File: src/hdl/bale_pkg.sv
// Shared types and constants for the bounded array list engine.
// No dependencies; every other file in hdl/ imports this package.
`default_nettype none

package bale_pkg;

	localparam int DEPTH  = 64;
	localparam int IDX_W  = $clog2(DEPTH);
	localparam int CNT_W  = 7;
	localparam int VAL_W  = 64;
	localparam int QDEPTH = 2;

	localparam logic [CNT_W-1:0] CAP_RESET = CNT_W'(64);

	typedef enum logic [2:0] {
		OP_APPEND = 3'd0,
		OP_REMOVE = 3'd1,
		OP_INSERT = 3'd2,
		OP_ERASE  = 3'd3,
		OP_CLEAR  = 3'd4,
		OP_READ   = 3'd5,
		OP_WRITE  = 3'd6,
		OP_RESIZE = 3'd7
	} op_t;

	typedef enum logic [2:0] {
		ST_OK        = 3'd0,
		ST_BAD_INDEX = 3'd1,
		ST_FULL      = 3'd2,
		ST_EMPTY     = 3'd3,
		ST_BAD_SIZE  = 3'd4
	} status_t;

	// one classified request as it travels from front to back
	typedef struct packed {
		op_t              op;
		logic [CNT_W-1:0] pos;
		logic [VAL_W-1:0] val;
	} req_t;

endpackage

`default_nettype wire

File: src/hdl/bale_front.sv
// Front end: accepts input beats, decodes the mode into an operation
// and holds the request in one register. Uses bale_pkg.
`default_nettype none

module bale_front
	import bale_pkg::*;
(
	input  wire logic             clk,
	input  wire logic             arst_n,
	input  wire logic             in_valid,
	output logic                  in_ready,
	input  wire logic [2:0]       in_mode,
	input  wire logic [CNT_W-1:0] in_pos,
	input  wire logic [VAL_W-1:0] in_val,
	output logic                  req_valid,
	input  wire logic             req_ready,
	output req_t                  req
);

	logic valid_s1;
	req_t req_s1;
	op_t  op_dec;

	// the mode field carries the operation code directly
	assign op_dec = op_t'(in_mode);

	assign in_ready  = !valid_s1 || req_ready;
	assign req_valid = valid_s1;
	assign req       = req_s1;

	always_ff @(posedge clk or negedge arst_n) begin
		if (!arst_n) begin
			valid_s1 <= 1'b0;
		end else if (in_ready) begin
			valid_s1 <= in_valid;
		end
	end

	always_ff @(posedge clk) begin
		if (in_ready && in_valid) begin
			req_s1.op  <= op_dec;
			req_s1.pos <= in_pos;
			req_s1.val <= in_val;
		end
	end

endmodule

`default_nettype wire

File: config.mk
export PLATFORM = sky130hd
export DESIGN_NAME = bale_front
export DESIGN_NICKNAME = d
export VERILOG_FILES = /design/src/hdl/bale_pkg.sv /design/src/hdl/bale_front.sv
export SDC_FILE = /design/constraint.sdc
export NUM_CORES = 1
export LEC_CHECK = 0
export BUFFER_PORTS_ARGS = -buffer_cell sky130_fd_sc_hd__buf_2
export CAP_MARGIN = 20
export CORE_MARGIN = 5
export CORE_UTILIZATION = 41
export CTS_CLUSTER_DIAMETER = 200
export DETAILED_ROUTE_END_ITERATION = 16
export GPL_ROUTABILITY_DRIVEN = 0
export MAX_ROUTING_LAYER = met4
export PLACE_DENSITY = 0.9
export SYNTH_ARGS = -nofsm -noshare
export SYNTH_HDL_FRONTEND = slang
export SYNTH_SLANG_ARGS = --single-unit
File: constraint.sdc
create_clock -name clk -period 1.6 [get_ports clk]
set_input_delay 0.32 -clock clk [delete_from_list [all_inputs] [get_ports clk]]
set_output_delay 0.32 -clock clk [all_outputs]
set_load 0.03 [all_outputs]
# ---- After elaboration in Yosys (flattened, before gate mapping)
# Cells that the tools add are included.
dict set report op_classes {
  addsub 0
  mul 0
  div_mod_pow 0
  n_lt_le_gt_ge 0
  n_eq_ne 0
  shifts 0
  muxes 0
  bitwise_logic 0
  reduce_logical 3
}
# operator n
set op_table {}
lappend op_table {{$logic_and A1 B1 Y1} 1}
lappend op_table {{$logic_not A1 Y1} 1}
lappend op_table {{$logic_or A1 B1 Y1} 1}
dict set report word_totals {
  regBits 75
  latch_bits 0
  mem_bits_rw 0
  mem_bits_ro 0
  inputBits 78
  output_inout_bits 76
  word_cells 7
  n_memories 0
}

# ---- Depth between registers and ports, before layout
dict set report depth {
  ltp_word 3
  ltp_mapped 2
  mapped_depth_nobuf 2
}

# ---- Least setup slack after synthesis
# OpenSTA, ideal clock, no wires.
dict set report synth_timing {
  path_kind {register to register}
  startpoint {register valid_s1, in the netlist req_valid}
  endpoint {register req_s1 (netlist bit req[0]), enable pin}
  setup_ns 0.380
  arrival_ns 1.317
  required_time_ns 1.220
  slack_ns -0.097
  stages_incl_launch_ff 3
  n_path_buf 0
  period_less_slack_ns 1.697
  path_cell_list {dfrtp_1 > nand2b_4 > and2_4}
}
dict set report synth_between {
  elab_chain_len 3
}
# element line
set synth_rtl {}
lappend synth_rtl {{from (decl)} bale_front.sv:20} ;# logic valid_s1;
lappend synth_rtl {{from (signal assigned)} bale_front.sv:35} ;# valid_s1 <= in_valid;
lappend synth_rtl {{$logic_not A1 Y1} bale_front.sv:27} ;# assign in_ready = !valid_s1 || req_ready;
lappend synth_rtl {{$logic_or A1 B1 Y1} bale_front.sv:27}
lappend synth_rtl {{net in_ready} bale_front.sv:11} ;# output logic in_ready,
lappend synth_rtl {{$logic_and A1 B1 Y1} bale_front.sv:40} ;# if (in_ready && in_valid) begin
lappend synth_rtl {{to (decl)} bale_front.sv:21} ;# req_t req_s1;
# The timed path passes the listed nets, and every way through them passes these cells.
# A chain may end at the register's enable or synchronous reset.

# ---- Worst setup path after layout
dict set report layout_timing {
  startpoint {register valid_s1, in the netlist req_valid}
  endpoint {output port in_ready}
}
dict set report layout_between {
  elab_chain_len 2
}
# element line
set layout_rtl {}
lappend layout_rtl {{$logic_not A1 Y1} bale_front.sv:27}
lappend layout_rtl {{$logic_or A1 B1 Y1} bale_front.sv:27}
lappend layout_rtl {{to (decl)} bale_front.sv:11}
# Every way passes these cells.

==> impl_metrics.tcl <==
set metrics [dict create \
    syn_area_um2 2276 \
    grt_max_degree 41 \
    coreArea_um2 5439 \
    cap_violations 0 \
    cts.sinks 75 \
    slew_viol_final 0 \
    syn_nets 156 \
    drc 0 \
    hold_class "input port to flip-flop" \
    critPathBufInv 1 \
    p_per_area_nw_per_um2 1260 \
    grt_pass1_wl_um 7438 \
    leakage_nw 1.462 \
    maxSlewHeadroom_pct 86.27 \
    cts_root_buf "clkbuf_8" \
    dp_slack_ps 369.7 \
    skew_ps 6.973 \
    first_pass_iters 3 \
    path_class "flip-flop to primary output" \
    htreeDepth 3 \
    max_freq_mhz 746.9 \
    avgSynthCellArea_um2 29.18 \
    die_x_um 84.51 \
    antenna_found_initial 0 \
    tns_ps 0 \
    cp_slowest_cell "dfrtp_2" \
    status "completed" \
    holdWs_ps 156.6 \
    cts_buffers 9 \
    avgViaCountPerCell 4.280 \
    clock_latency_ps 330 \
    cts_tree "yes" \
    start_util_pct 41.84 \
    timing.final.crit_share_pct 83.68 \
    syn_inst 78 \
    ios 154 \
    place_inst 305 \
    wl_um 4848 \
    io_buffers 153 \
    r2r_slack_ps 390 \
    startpoint_type "flip-flop" \
    vias 1378 \
    synth_cell_types 5 \
    fin_cells 322 \
    cts_resized 0 \
    final_nets 323 \
    fin_ws_ps 261.2 \
    p_total_mw 4.270 \
    crit_family "flip-flops" \
    worst_pin_slew_ps 205.9 \
    setup_viol 0 \
    gr-total-overflow 0 \
    crit_arrival_ps 1020 \
    end_kind "primary output" \
    grt_use_total_pct 14.31 \
    worstPathCellList "nand2b_4 -> buf_2" \
    drt_iter0_markers 72 \
    ys_seq_elements 75 \
    final_antenna_net_count 0 \
    hold_viol_final 0 \
    grt_pass1_vias 1525 \
    die_y_um 84.51 \
    utilization_pct 62.32 \
    dieArea_um2 7141 \
    critPathMaxFanout 3 \
    place_area_um2 3173 \
    stdcell_area_um2 3390 \
    row_count 27 \
    ir_drop_mv 0.7521 \
    drive_gt1_share_pct 68.80 \
    syn2layout_area_growth_pct 48.93 \
    clock_path_buffers 2 \
    antenna_cells 0 \
    required_ps 1280 \
    path_clk_slew_ps 70 \
    crit_path_max_incr_delay_ps 430 \
    rsz0062_at_grt "no" \
    yosysSeqAreaShare_pct 98.74 \
    wl_per_cell_um 15.06 \
    synth_warnings 0 \
    min_period_ps 1339 \
]
==> cells in the mapped netlist, drive strengths merged <==
cell type,instances,area [um^2]
dfrtp,1,25.02
and2,1,8.760
nand2b,2,20.02
edfxtp,74,2222
==> final cells by class <==
class	instances	area, um^2
flip-flops and latches	75	2248
well taps	72	90.09
clock buffers	9	123.9
multi-input cells	3	28.78
repair buffers	156	815.8
clock inverters	7	82.58
fillers	412	2049
==> path summary, 6_finish.rpt <==
check / from / end / cells past startpoint
max: req_valid / in_ready / 2
max reg2reg: req_valid / req[68] / 3
min: in_val[42] / req[42] / 1
min in group asynchronous: arst_n / req_valid / 2
max in group asynchronous: arst_n / req_valid / 2
min reg2reg: req_valid / req_valid / 2
==> per-layer routing <==
layer | routed length (um) | up-vias | part of all wire [%] | global-route usage [%]
met1 | 1829 | 630 | 38 | 16.18
met3 | 546 | 9 | 11 | 5.201
met4 | 85 | 0 | 1.8 | 7.338
met2 | 2387 | 94 | 49 | 22.35
li1 | - | 645 | - | -
met5 | 0 | - | 0 | -
==> report_power, final <==
part | internal (mW) | switching (mW) | total (mW)
sequential | 2.29 | 0.0231 | 2.31
combinational | 0.152 | 0.324 | 0.476
clock | 0.859 | 0.625 | 1.48
==> layout by cell type (no fill, tap or decap), drive strengths merged <==
master	n
buf	155
dlygate4sd3	1
nand2b	2
and2	1
edfxtp	74
dfrtp	1
clkbuf	9
clkinv	5
bufinv	2
==> registers in the layout, indices dropped and copies added, names as in the netlist <==
| register | cells |
|---|---|
| req_valid | 1 |
| req | 74 |
==> cell families (layout without fill, tap and decap cells) <==
| group | count (synthesis) | after routing | share of synthesized area, % |
|---|---|---|---|
| flip-flops | 75 | 75 | 98.74 |
| buffers and inverters | 0 | 172 | 0 |
| AND/OR/NAND/NOR | 3 | 3 | 1.265 |
==> what timing repair did <==
item / 4_1_cts / 5_1_grt
setup buffers: 0 / 0
hold buffers: 1 / 0
hold endpoints to repair: 1 / 0
(Power assumes the default switching activity.)
