===== config.mk =====
export PLATFORM = sky130hd
export DESIGN_NAME = bale_fifo
export DESIGN_NICKNAME = d
export VERILOG_FILES = /design/src/hdl/bale_pkg.sv /design/src/hdl/bale_fifo.sv
export SDC_FILE = /design/constraint.sdc
export NUM_CORES = 1
export LEC_CHECK = 0
export BUFFER_PORTS_ARGS = -buffer_cell sky130_fd_sc_hd__buf_2
export CAP_MARGIN = 20
export CORE_MARGIN = 3
export CORE_UTILIZATION = 56
export CTS_CLUSTER_DIAMETER = 120
export DETAILED_ROUTE_END_ITERATION = 10
export PLACE_DENSITY = 0.86
export SYNTH_ARGS = -nofsm -noshare
export SYNTH_HDL_FRONTEND = slang
export SYNTH_SLANG_ARGS = --single-unit
export TNS_END_PERCENT = 20

===== constraint.sdc =====
create_clock -name clk -period 6.9 [get_ports clk]
set_input_delay 0.69 -clock clk [delete_from_list [all_inputs] [get_ports clk]]
set_output_delay 0.69 -clock clk [all_outputs]
set_load 0.05 [all_outputs]

===== src/hdl/bale_pkg.sv =====
// Shared types and constants for the bounded array list engine.
// No dependencies; every other file in hdl/ imports this package.
`default_nettype none

package bale_pkg;

	localparam int DEPTH  = 64;
	localparam int IDX_W  = $clog2(DEPTH);
	localparam int CNT_W  = 7;
	localparam int VAL_W  = 64;
	localparam int QDEPTH = 2;

	localparam logic [CNT_W-1:0] CAP_RESET = CNT_W'(64);

	typedef enum logic [2:0] {
		OP_APPEND = 3'd0,
		OP_REMOVE = 3'd1,
		OP_INSERT = 3'd2,
		OP_ERASE  = 3'd3,
		OP_CLEAR  = 3'd4,
		OP_READ   = 3'd5,
		OP_WRITE  = 3'd6,
		OP_RESIZE = 3'd7
	} op_t;

	typedef enum logic [2:0] {
		ST_OK        = 3'd0,
		ST_BAD_INDEX = 3'd1,
		ST_FULL      = 3'd2,
		ST_EMPTY     = 3'd3,
		ST_BAD_SIZE  = 3'd4
	} status_t;

	// one classified request as it travels from front to back
	typedef struct packed {
		op_t              op;
		logic [CNT_W-1:0] pos;
		logic [VAL_W-1:0] val;
	} req_t;

endpackage

`default_nettype wire


===== src/hdl/bale_fifo.sv =====
// Short request queue between front and back end.
// Depth QDEPTH from bale_pkg; carries req_t.
`default_nettype none

module bale_fifo
	import bale_pkg::*;
(
	input  wire logic clk,
	input  wire logic arst_n,
	input  wire logic push_valid,
	output logic      push_ready,
	input  req_t      push_data,
	output logic      pop_valid,
	input  wire logic pop_ready,
	output req_t      pop_data
);

	localparam int PTR_W = $clog2(QDEPTH);
	localparam int OCC_W = $clog2(QDEPTH + 1);

	req_t             slot_q [QDEPTH];
	logic [PTR_W-1:0] wr_ptr_q;
	logic [PTR_W-1:0] rd_ptr_q;
	logic [OCC_W-1:0] occ_q;
	logic             push;
	logic             pop;

	assign push_ready = (occ_q != OCC_W'(QDEPTH));
	assign pop_valid  = (occ_q != '0);
	assign pop_data   = slot_q[rd_ptr_q];
	assign push       = push_valid && push_ready;
	assign pop        = pop_valid && pop_ready;

	always_ff @(posedge clk or negedge arst_n) begin
		if (!arst_n) begin
			wr_ptr_q <= '0;
			rd_ptr_q <= '0;
			occ_q    <= '0;
		end else begin
			if (push) begin
				wr_ptr_q <= (wr_ptr_q == PTR_W'(QDEPTH - 1)) ? '0 : wr_ptr_q + PTR_W'(1);
			end
			if (pop) begin
				rd_ptr_q <= (rd_ptr_q == PTR_W'(QDEPTH - 1)) ? '0 : rd_ptr_q + PTR_W'(1);
			end
			if (push && !pop) begin
				occ_q <= occ_q + OCC_W'(1);
			end else if (pop && !push) begin
				occ_q <= occ_q - OCC_W'(1);
			end
		end
	end

	always_ff @(posedge clk) begin
		if (push) begin
			slot_q[wr_ptr_q] <= push_data;
		end
	end

endmodule

`default_nettype wire


; ---- Word-level counts from Yosys, hierarchy flattened
; Memory sizes are Yosys's and may differ from the RTL's.
; Cells that the tools add are included.
[totals]
reg_bits = 4
out_inout_bits = 76
ramBits = 148
memories = 1
[classes]
eq_ne = 1
n_addsub = 4
mux = 6
n_reduce_logical = 8
[mem_list]
columns = memory, depth, word_bits, rd, rd_clocked_by_memory_dff, write_ports, line
row1 = slot_q, 2, 74, 1, 0, 1, bale_fifo.sv:21  ; req_t slot_q [QDEPTH];
[op_table]
columns = cell, n
row1 = 1-bit logical AND, 4
row2 = 1-bit 2-to-1 mux, 4
row3 = 2-bit 2-to-1 mux, 2
row4 = 2-bit nonzero test, 2
row5 = 1-bit adder (second input constant), 2
row6 = 2-bit by 1-bit adder with 2-bit output (second input constant), 1
row7 = 1-bit logical NOT, 2
row8 = 2-bit inequality test (second input constant), 1
row9 = 2-bit by 1-bit subtractor with 2-bit output (second input constant), 1

; ---- Logic depth before layout (Yosys ltp)
; Gate-level depths: netlist of the first run.
[depth]
word_depth = 6
mapped_depth = 7
ltp_nobuf = 7

; ---- Worst setup path before layout of the first run
; Ideal clock, no wire load.
[synth_timing]
path_kind = register to register
from = register occ_q[0]
to = memory slot_q[0][0] (netlist bit), enable pin
t_arrival_ns = 4.159
t_required_ns = 6.393
slack_ns = 2.234
setup_ns = 0.507
path_stages_with_launch = 4
path_cell_list = dfrtp_1 > nand2b_1 > nand2_1 > nor2_1
[synth_via]
elab_chain_cells = 4
[synth_lines]
columns = item, line
row1 = start: declaration, bale_fifo.sv:24  ; logic [OCC_W-1:0] occ_q;
row2 = start signal: assignment, bale_fifo.sv:47  ; occ_q <= occ_q + OCC_W'(1);
row3 = start signal: assignment, bale_fifo.sv:49  ; occ_q <= occ_q - OCC_W'(1);
row4 = 2-bit inequality test, bale_fifo.sv:28  ; assign push_ready = (occ_q != OCC_W'(QDEPTH));
row5 = named net push_ready, bale_fifo.sv:11  ; output logic push_ready,
row6 = 1-bit logical AND, bale_fifo.sv:31  ; assign push = push_valid && push_ready;
row7 = 1-bit 2-to-1 mux, bale_fifo.sv:55  ; if (push) begin
row8 = 1-bit 2-to-1 mux (not written as such), bale_fifo.sv:56  ; slot_q[wr_ptr_q] <= push_data;
row9 = end: declaration, bale_fifo.sv:21
; The timed path passes the listed nets, and every way through them passes these cells.

==> results of run 1 <==
==> layer usage <==
metal | share of wire | vias to the layer above | global-route usage
li1 | - | 1314 | -
met1 | 0.41 | 1360 | 0.2023
met2 | 0.51 | 111 | 0.2980
met3 | 0.072 | 17 | 0.06321
met4 | 0.016 | 0 | 0.08311
met5 | 0 | - | 0
==> final timing paths <==
check / start / end / slack [ns] / cells after the start
max: rd_ptr_q$_DFFE_PN0P_ / pop_data[54] / 3.54 / 3
max reg2reg: occ_q[0]$_DFFE_PN0P_ / slot_q[0][44]$_DFFE_PP_ / 4.42 / 4
max in group asynchronous: arst_n / rd_ptr_q$_DFFE_PN0P_ / 6.21 / 2
min in group asynchronous: arst_n / rd_ptr_q$_DFFE_PN0P_ / 0.55 / 2
min: push_data[58] / slot_q[0][58]$_DFFE_PP_ / 0.37 / 1
min reg2reg: occ_q[1]$_DFFE_PN0P_ / occ_q[1]$_DFFE_PN0P_ / 0.50 / 1
==> kinds of logic after synthesis <==
| kind of cell | synth area share |
|---|---|
| flip-flops | 0.7921 |
| multiplexers | 0.1780 |
| XOR/XNOR | 0.007635 |
| adder cells (fa/ha/maj) | 0.002181 |
| buffers and inverters | 0.01418 |
| AND/OR/NAND/NOR | 0.005892 |
==> sequential cells by signal (all words and copies together) (netlist names) <==
name,count
slot_q,148
wr_ptr_q,1
occ_q,2
rd_ptr_q,1
==> final cells by class <==
cell class / instances / area (µm²) / share of cell area
flip-flops and latches: 152 / 4548 / 0.6348
multi-input cells: 87 / 1124 / 0.1568
repair buffers: 156 / 790.8 / 0.1104
clock buffers: 20 / 425.4 / 0.05938
well taps: 133 / 166.4 / 0.02323
clock inverters: 10 / 106.4 / 0.01484
inverters: 1 / 3.754 / 0.0005239
==> metrics by stage <==
stage / hold WS [ns] / std cells / total power, mW / setup slack, ns
after CTS: 0.3367 / 559 / 3.746 / 3.488
final: 0.3660 / 559 / 3.707 / 3.544
after global placement: 0.4741 / 528 / 2.884 / 4.099
after floorplan: 0.3944 / 248 / 2.652 / 2.234
after global routing: 0.3343 / 559 / 3.864 / 3.394
after detailed placement: 0.4860 / 528 / 2.915 / 4.063
==> Yosys cell counts (all sizes together) <==
master	instances	area share
and3	1	0.0011
buf	8	0.014
dfrtp	4	0.017
edfxtp	148	0.77
ha	1	0.0022
inv	1	0.00065
mux2	74	0.18
nand2	2	0.0013
nand2b	1	0.0011
nor2	2	0.0013
or2	1	0.0011
xnor2	3	0.0046
xor2	2	0.0031
==> power breakdown <==
group	switching (mW)	total (mW)	internal (mW)
combinational	1.05	1.51	0.465
sequential	0.0996	1.37	1.27
clock	0.319	0.824	0.506
==> layout by cell type (no fill, tap or decap), drive strengths merged, types with 3 or more instances in the layout <==
master	netlist	routed
buf	8	155
clkbuf	0	20
clkinv	0	8
dfrtp	4	4
edfxtp	148	148
mux2	74	74
xnor2	3	3
==> critical path: stages, from the launching register on <==
cell and delay (ns):
dfrtp_4 0.76, buf_4 0.70, mux2_2 0.43, buf_2 0.22
==> results.md, run 1 <==
- Drt via density: 5.013
- Worst Path Max Fanout: 44
- Vias in the first global route: 3041
- Congestion Overflow GR: 0
- Initial core utilization: 0.5816
- Post-synthesis cell type count: 15
- Mapped Nets: 327
- Initial antenna violation count: 0
- Fin nets: 494
- Clock Path Buffers: 2
- Unrepaired setup endpoints after global routing: false
- Number of core rows: 36
- Wire per inst: 17.30 µm
- Final min period: 3.356 ns
- Slew margin rel.: 0.3233
- CP endpoint kind: primary output
- Finished layout cell area: 0.007164 mm²
- Hold_buf cts: 1
- Die Wd: 107.2 µm
- Post-cts sizing count: 0
- Final Hold Viols: 0
- CTS sink count: 152
- HP Class: input pin to flop
- Worst setup SP type: flop
- Core area: 0.009864 mm²
- Area Growth Syn to Fin: 24.89%
- Max-slew violations: 0
- Avg Cell Area, Syn: 23.13 µm²
- Post-CTS Setup Bufs: 0
- FILL cells: 606
- HPWL Detailed: 6332 µm
- CP arrival: 2.67 ns
- Htree depth: 4
- Post-Syn Area: 0.005737 mm²
- Largest net degree at the start of global routing: 75
- TritonRoute pass-1 iters: 4
- Final setup fails: 0
- Area of the die: 0.01150 mm²
- Final Skew: 0.005622 ns
- Via count: 2802
- Status: complete, no violations
- Remaining DRCs: 0
- Routed Antenna Nets: 0
- VDD IR max: 0.2995 mV
- Drt total wl: 9670 µm
- Final Util: 0.7263
- RePlAce Congestion: 0.6828
- Final period util: 0.4863
- Max Cap Viol: 0
- Sequential area share after synthesis: 0.7921
- F_max: 298.0 MHz
- Ys Warns: 0
- Cells after Synth: 248
- First-pass GRT wire length: 14950 µm
- GRT Total Usage: 0.1772
- Inserted Diodes: 0
- Static Leakage: 2.855 nW
- Worst EP required: 6.21 ns
- FF+latch count, synth: 152
- Power Density: 517.4 mW/mm²
- CTS tree: built
- IO Port Bufs: 153
- Drt initial violations: 103
- Top Ports: 154
- Layout cells sized above 1: 0.6080
- Die height: 107.2 µm
- TNS Setup: 0 ns
- Instance area after placement: 0.006623 mm²
- Slew @ Worst Pin: 1.015 ns
- Clock Latency Late Sink: 0.51 ns
- Clk slew on worst S/H paths: 0.06 ns
- Num CTS Buffers: 17
- CTS root buf: clkbuf_8
- Critical path class: flop to primary output
Note: power is estimated with default switching activity, not from simulation.
==> run 2, diff against run 1 <==
--- a/config.mk
+++ b/config.mk
@@ -5,13 +5,14 @@
 export SDC_FILE = /design/constraint.sdc
 export NUM_CORES = 1
 export LEC_CHECK = 0
+export ABC_AREA = 1
 export BUFFER_PORTS_ARGS = -buffer_cell sky130_fd_sc_hd__buf_2
 export CAP_MARGIN = 20
 export CORE_MARGIN = 3
-export CORE_UTILIZATION = 56
+export CORE_UTILIZATION = 47
 export CTS_CLUSTER_DIAMETER = 120
 export DETAILED_ROUTE_END_ITERATION = 10
-export PLACE_DENSITY = 0.86
+export PLACE_DENSITY = 0.78
 export SYNTH_ARGS = -nofsm -noshare
 export SYNTH_HDL_FRONTEND = slang
 export SYNTH_SLANG_ARGS = --single-unit
==> constraint.sdc (replaced) <==
create_clock -name clk -period 3 [get_ports clk]
set_input_delay 0.3 -clock clk [delete_from_list [all_inputs] [get_ports clk]]
set_output_delay 0.3 -clock clk [all_outputs]
set_load 0.05 [all_outputs]
==> results.md, run 2 <==
- IO Port Bufs: 153 (unchanged)
- Reg2reg end: slot_q[1][3]$_DFFE_PP_
- Synth Flop Type: edfxtp_1
- Inserted Diodes: 0 (unchanged)
- Fin nets: 658 (+33%)
- Die Wd: 115.0 µm (+7.3%)
- R2R cell count: 5 (+1)
- Hold Path Depth: 1 (unchanged)
- Final worst slack: 0.7351 ns (-2.809 ns)
- Largest stage delay, worst path: 0.41 ns (-0.35 ns)
- FF+latch count, synth: 152 (unchanged)
- Min Hold Slack: 0.07233 ns (-0.2937 ns)
- CTS root buf: clkbuf_16
- Most frequent cells in the layout: 232 x nand2_1, 153 x buf_2, 148 x edfxtp_1
- Sequential area share after synthesis: 0.8134 (+0.02129)
- Reg2reg setup slack: 1.04 ns (-3.38 ns)
- Final min period: 2.265 ns
- Largest registers: slot_q x148, occ_q x2
- TritonRoute pass-1 iters: 4 (unchanged)
- Max-slew violations: 0 (unchanged)
- Htree depth: 4 (unchanged)
- HP Class: input pin to flop
- CTS tree: built
- Routed Antenna Nets: 0 (unchanged)
- Max Cap Viol: 0 (unchanged)
- Initial antenna violation count: 1 (+1)
- Worst r2r src: occ_q[0]$_DFFE_PN0P_
- Max reg flops: 148 (unchanged)
- Num CTS Buffers: 17 (unchanged)
- Setup WS pre-CTS: 1.069 ns (-2.994 ns)
- Main area contributors after synthesis: edfxtp_1 80%, nand2_1 16%, dfrtp_1 1.8%
- Hold_sp: push_data[10]
- Core area: 0.01152 mm² (+17%)
- Post-synth EDFFs: 148 (unchanged)
- GRT Total Usage: 0.1719 (-0.005283)
- Mapped Nets: 494 (+51%)
- Post-synthesis cell type count: 14 (-1)
- Largest net degree at the start of global routing: 76 (+1.3%)
- Post-Syn Area: 0.005587 mm² (-2.6%)
- WHS Endpoint: slot_q[0][10]$_DFFE_PP_
- First-pass GRT wire length: 17060 µm (+14%)
- Area Growth Syn to Fin: 28.04%
- Top cell by count, worst path: nand2_1
- Initial core utilization: 0.4851 (-0.09644)
- HPWL Detailed: 7197 µm (+14%)
- Vias in the first global route: 3630 (+19%)
- Wire per inst: 15.17 µm (-12%)
- Avg Cell Area, Syn: 13.46 µm² (-42%)
- Area of the die: 0.01323 mm² (+15%)
- Final period util: 0.7550
- Post-synth top cells: 232 x nand2_1, 148 x edfxtp_1, 10 x buf_2, 6 x inv_1, 5 x buf_4
- Congestion Overflow GR: 0 (unchanged)
- Top reg by flops: slot_q
- Ys Warns: 0 (unchanged)
- Worst setup SP type: flop
- Slew margin rel.: 0.4850 (+0.1617)
- Remaining DRCs: 0 (unchanged)
- Worst EP required: 2.70 ns (-3.51 ns)
- CP arrival: 1.96 ns (-0.71 ns)
- Final Hold Viols: 0 (unchanged)
- Via count: 3539 (+26%)
- Cells after Synth: 415 (+67%)
- Clock Latency Late Sink: 0.41 ns (-0.10 ns)
- CP endpoint kind: primary output
- Post-cts sizing count: 0 (unchanged)
- Drt total wl: 11150 µm (+15%)
- CP top delay family: buffers and inverters
- Worst Path Max Fanout: 30 (-32%)
- Post-synth top area cell: edfxtp_1
- Final setup fails: 0 (unchanged)
- Fraction of registers with async set or reset after synthesis: 0.02632 (unchanged)
- Area share of the largest cell type after synthesis: 0.7955 (+0.02082)
- Clock Path Buffers: 2 (unchanged)
- Status: complete, no violations
- Final Skew: 0.008352 ns (+0.002731 ns)
- F_max: 441.5 MHz
- Layout cells sized above 1: 0.3294 (-0.2786)
- CTS sink count: 152 (unchanged)
- Number of core rows: 39 (+8.3%)
- RePlAce Congestion: 0.7464 (+9.3%)
- Clk slew on worst S/H paths: 0.06 ns (about the same)
- Critical path class: flop to primary output
- CP Buf/Inv Count: 3 (+1)
- Unrepaired setup endpoints after global routing: false
- Crit path max-delay cell type: inv_2
- FILL cells: 882 (+46%)
- Critical Path, Cell by Cell: inv_2 > buf_4 > nand2_1 > nand2_1 > buf_2
- Drt initial violations: 242 (+130%)
- Commonest non-fill, non-tap cell in the layout: nand2_1
- Die height: 115.0 µm (+7.3%)
- Count leader, synth: nand2_1
- Slew @ Worst Pin: 0.7725 ns (-0.2425 ns)
- Top Ports: 154 (unchanged)
- Drt via density: 4.815 (-3.9%)
[run 2: cell types whose count changed after synthesis, moves of 2 or more]
| cell | previous run | this run |
|---|---|---|
| mux2_2 | 24 | 0 |
| nand2_1 | 2 | 232 |
| inv_1 | 1 | 6 |
| xnor2_1 | 3 | 1 |
| mux2_4 | 50 | 0 |
| buf_2 | 2 | 10 |
| buf_4 | 0 | 5 |
| nand3_1 | 0 | 2 |
| buf_6 | 6 | 0 |
[run 2: repair_timing]
item                                    CTS  global route
buffers inserted                          0             0
endpoints found under the setup margin    0             0
hold endpoints to repair                  4             0
hold buffers                              1             0
[run 2: metal layers]
metal | vias up | routed length, µm | track usage
li1 | 1724 | - | -
met1 | 1664 | 4497 | 0.2009
met2 | 130 | 5582 | 0.2828
met3 | 19 | 881 | 0.06737
met4 | 2 | 184 | 0.07512
met5 | - | 8 | 0
[run 2: cells by family (layout without fill, tap and decap cells)]
logic type / count (synthesis) / in the layout / synth area share
and+or+nand+nor: 237 / 237 / 0.1601
xor gates and xnor gates: 2 / 2 / 0.003136
adders and majority gates: 1 / 1 / 0.002239
DFF: 152 / 152 / 0.8134
buffers and inverters: 23 / 200 / 0.02105
[run 2: how the worst max path moves through the flow]
| stage | startpoint | end | slack, ns | cells past startpoint |
|---|---|---|---|---|
| 6_report | rd_ptr_q$_DFFE_PN0P_ | pop_data[53] | 0.74 | 5 |
| 5_1_grt | rd_ptr_q$_DFFE_PN0P_ | pop_data[53] | 0.60 | 5 |
| 2_1_floorplan | occ_q[0]$_DFFE_PN0P_ | slot_q[0][0]$_DFFE_PP_ | -0.40 | 4 |
| 3_5_place_dp | occ_q[0]$_DFFE_PN0P_ | slot_q[1][8]$_DFFE_PP_ | 1.07 | 5 |
| 3_3_place_gp | occ_q[0]$_DFFE_PN0P_ | slot_q[1][11]$_DFFE_PP_ | 1.14 | 5 |
| 4_1_cts | rd_ptr_q$_DFFE_PN0P_ | pop_data[67] | 0.71 | 5 |
[run 2: final cells by class]
cell class / instances / area, µm² / share of cell area
Multi-Input combinational cell: 240 / 939.7 / 0.1314
Sequential cell: 152 / 4546 / 0.6355
Clock buffer: 17 / 425.4 / 0.05947
Tap cell: 143 / 178.9 / 0.02501
Clock inverter: 15 / 183.9 / 0.02571
Timing Repair Buffer: 161 / 853.3 / 0.1193
Inverter: 7 / 26.28 / 0.003673
[run 2: per-stage QoR]
step	cell area, µm²	TNS, ns	util	instances
floorplan	5592	-58.56	-	415
global placement	6534	0	0.5674	702
detailed placement	6534	0	0.5674	702
CTS	7153	0	0.6211	735
global route	7153	0	0.6211	735
finish	7153	0	0.6211	735
[run 2: worst reg2reg max path, stage by stage (launching register included)]
cell and delay [ns]:
dfrtp_1 0.38, inv_1 0.09, nand2_1 0.08, nand2_1 0.18, nor2_4 0.52, buf_4 0.39
Power of run 2 is not shown: default switching activity piles up to over one toggle a cycle in this logic, so the estimate is an artifact.
==> run 3, diff against run 2 <==
==> constraint.sdc (replaced) <==
create_clock -name clk -period 1.91 [get_ports clk]
set_input_delay 0.191 -clock clk [delete_from_list [all_inputs] [get_ports clk]]
set_output_delay 0.191 -clock clk [all_outputs]
set_load 0.05 [all_outputs]
==> results.md, run 3 (same netlist as run 2, synthesis figures left out) <==
- First-pass GRT wire length: 18420 µm (+8.0%)
- Static Leakage: 3.409 nW
- WHS Endpoint: rd_ptr_q$_DFFE_PN0P_
- RePlAce Congestion: 0.7213 (-3.4%)
- CP endpoint kind: primary output
- Clk slew on worst S/H paths: 0.06 ns (about the same)
- CTS root buf: clkbuf_16
- Commonest non-fill, non-tap cell in the layout: nand2_1
- Setup WS pre-CTS: 0.4336 ns (-0.6355 ns)
- Max reg flops: 148 (unchanged)
- Final Skew: 0.007958 ns (-0.0003947 ns)
- Power Total: 14.14 mW
- TritonRoute pass-1 iters: 4 (unchanged)
- Status: complete, no violations
- Final Hold Viols: 0 (unchanged)
- Max Cap Viol: 0 (unchanged)
- Htree depth: 4 (unchanged)
- Drt via density: 4.769 (-0.95%)
- Sequential share of power: 0.337
- Die Wd: 115.0 µm (unchanged)
- CTS sink count: 152 (unchanged)
- Congestion Overflow GR: 0 (unchanged)
- Drt initial violations: 266 (+9.9%)
- HPWL Detailed: 6785 µm (-5.7%)
- F_max: 549.9 MHz
- Clock Path Buffers: 2 (unchanged)
- GRT Total Usage: 0.1840 (+0.01210)
- Worst EP required: 1.72 ns (-0.98 ns)
- Unrepaired setup endpoints after global routing: false
- Worst r2r src: occ_q[0]$_DFFE_PN0P_
- CTS tree: built
- Slew margin rel.: 0.7210 (+0.2360)
- Worst setup SP type: flop
- Power Internal: 7.707 mW
- Largest registers: slot_q x148, occ_q x2
- Top Ports: 154 (unchanged)
- Final min period: 1.819 ns
- Post-CTS Setup Bufs: 0 (unchanged)
- Fin nets: 734 (+12%)
- Reg2reg end: slot_q[1][13]$_DFFE_PP_
- R2R cell count: 5 (unchanged)
- Sw frac: 0.4548
- CP arrival: 1.63 ns (-0.33 ns)
- Cells after DPL: 703 (+0.14%)
- Final setup fails: 0 (unchanged)
- Final worst slack: 0.09132 ns (-0.6438 ns)
- Number of core rows: 39 (unchanged)
- Instance area after placement: 0.006599 mm² (+1.0%)
- VDD IR max: 1.529 mV
- Drt total wl: 12150 µm (+8.9%)
- Slew @ Worst Pin: 0.4185 ns (-0.3541 ns)
- Num CTS Buffers: 17 (unchanged)
- Initial antenna violation count: 0 (-1)
- Routed Antenna Nets: 0 (unchanged)
- Initial core utilization: 0.4851 (unchanged)
- Final Util: 0.6873 (+0.06617)
- Logic pwr share: 0.451
- Top reg by flops: slot_q
- Core area: 0.01152 mm² (unchanged)
- Vias in the first global route: 3840 (+5.8%)
- Hold Path Depth: 3 (+2)
- Clock power share: 0.212
- Most frequent cells in the layout: 230 x nand2_1, 153 x buf_2, 148 x edfxtp_1
- Hold_sp: pop_ready
- Final period util: 0.9522
- Clock Latency Late Sink: 0.42 ns (about the same)
- Remaining DRCs: 0 (unchanged)
- Area Growth Syn to Fin: 41.68%
- IO Port Bufs: 153 (unchanged)
- Critical path class: flop to primary output
- Finished layout cell area: 0.007915 mm² (+11%)
- Reg2reg setup slack: 0.41 ns (-0.63 ns)
- Via count: 3863 (+9.2%)
- Inserted Diodes: 0 (unchanged)
- Area of the die: 0.01323 mm² (unchanged)
- HP Class: input pin to flop
- Final cell count without fillers: 810 (+10%)
- Largest net degree at the start of global routing: 75 (-1.3%)
- Power Density: 1786 mW/mm²
- Worst Path Max Fanout: 16 (-47%)
- Max-slew violations: 0 (unchanged)
- Wire per inst: 15.00 µm (-1.2%)
- Layout cells sized above 1: 0.2969 (-0.03254)
- Die height: 115.0 µm (unchanged)
- P_sw: 6.430 mW
-- run 3: area by class of cell --
cell class | instances | area, µm²
Sequential cell | 152 | 4546
Clock buffer | 17 | 425.4
Timing Repair Buffer | 237 | 1655
Tap cell | 143 | 178.9
Clock inverter | 14 | 111.4
Multi-Input combinational cell | 240 | 972.2
Fill cell | 770 | 3601
Inverter | 7 | 26.28
-- run 3: power groups by stage --
stage | combinational [mW] | clock (mW) | sequential [mW]
after floorplan | 4.70 | 0 | 4.80
after global placement | 6.11 | 0 | 4.80
after detailed placement | 6.18 | 0 | 4.83
after CTS | 6.32 | 3.05 | 4.76
after global routing | 6.79 | 3.21 | 4.82
final | 6.37 | 3.00 | 4.77
-- run 3: repair_timing --
action | in CTS | in global routing
hold buffers | 75 | 0
setup endpoints to repair | 0 | 6
endpoints found under the hold margin | 152 | 0
resized for setup | 0 | 1
-- run 3: stage by stage --
stage | hold WS [ns] | TNS [ns]
6_report | 0.06132 | 0
5_1_grt | 0.05693 | 0
4_1_cts | 0.03493 | 0
3_5_place_dp | 0.003915 | 0
3_3_place_gp | 0.002837 | 0
2_1_floorplan | -0.1046 | -39.48
-- run 3: how the worst max path moves through the flow --
stage / start / to / slack (ns) / cells past startpoint
after floorplan: occ_q[0]$_DFFE_PN0P_ / slot_q[0][0]$_DFFE_PP_ / -0.28 / 4
after CTS: rd_ptr_q$_DFFE_PN0P_ / pop_data[40] / 0.03 / 5
final: rd_ptr_q$_DFFE_PN0P_ / pop_data[49] / 0.09 / 5
after detailed placement: occ_q[0]$_DFFE_PN0P_ / slot_q[1][36]$_DFFE_PP_ / 0.43 / 5
after global routing: rd_ptr_q$_DFFE_PN0P_ / pop_data[5] / 0.001 / 5
after global placement: occ_q[0]$_DFFE_PN0P_ / slot_q[1][36]$_DFFE_PP_ / 0.47 / 5
-- run 3: worst max-delay path, stage by stage (launching register included) --
cell and delay (ns):
dfrtp_2 0.43, inv_2 0.12, buf_4 0.24, nand2_1 0.09
nand2_1 0.07, buf_2 0.26
-- run 3: metal layers --
layer,track usage,part of all wire
met5,0,0
met4,0.08920,0.026
met3,0.05737,0.071
met2,0.3144,0.52
met1,0.2103,0.39
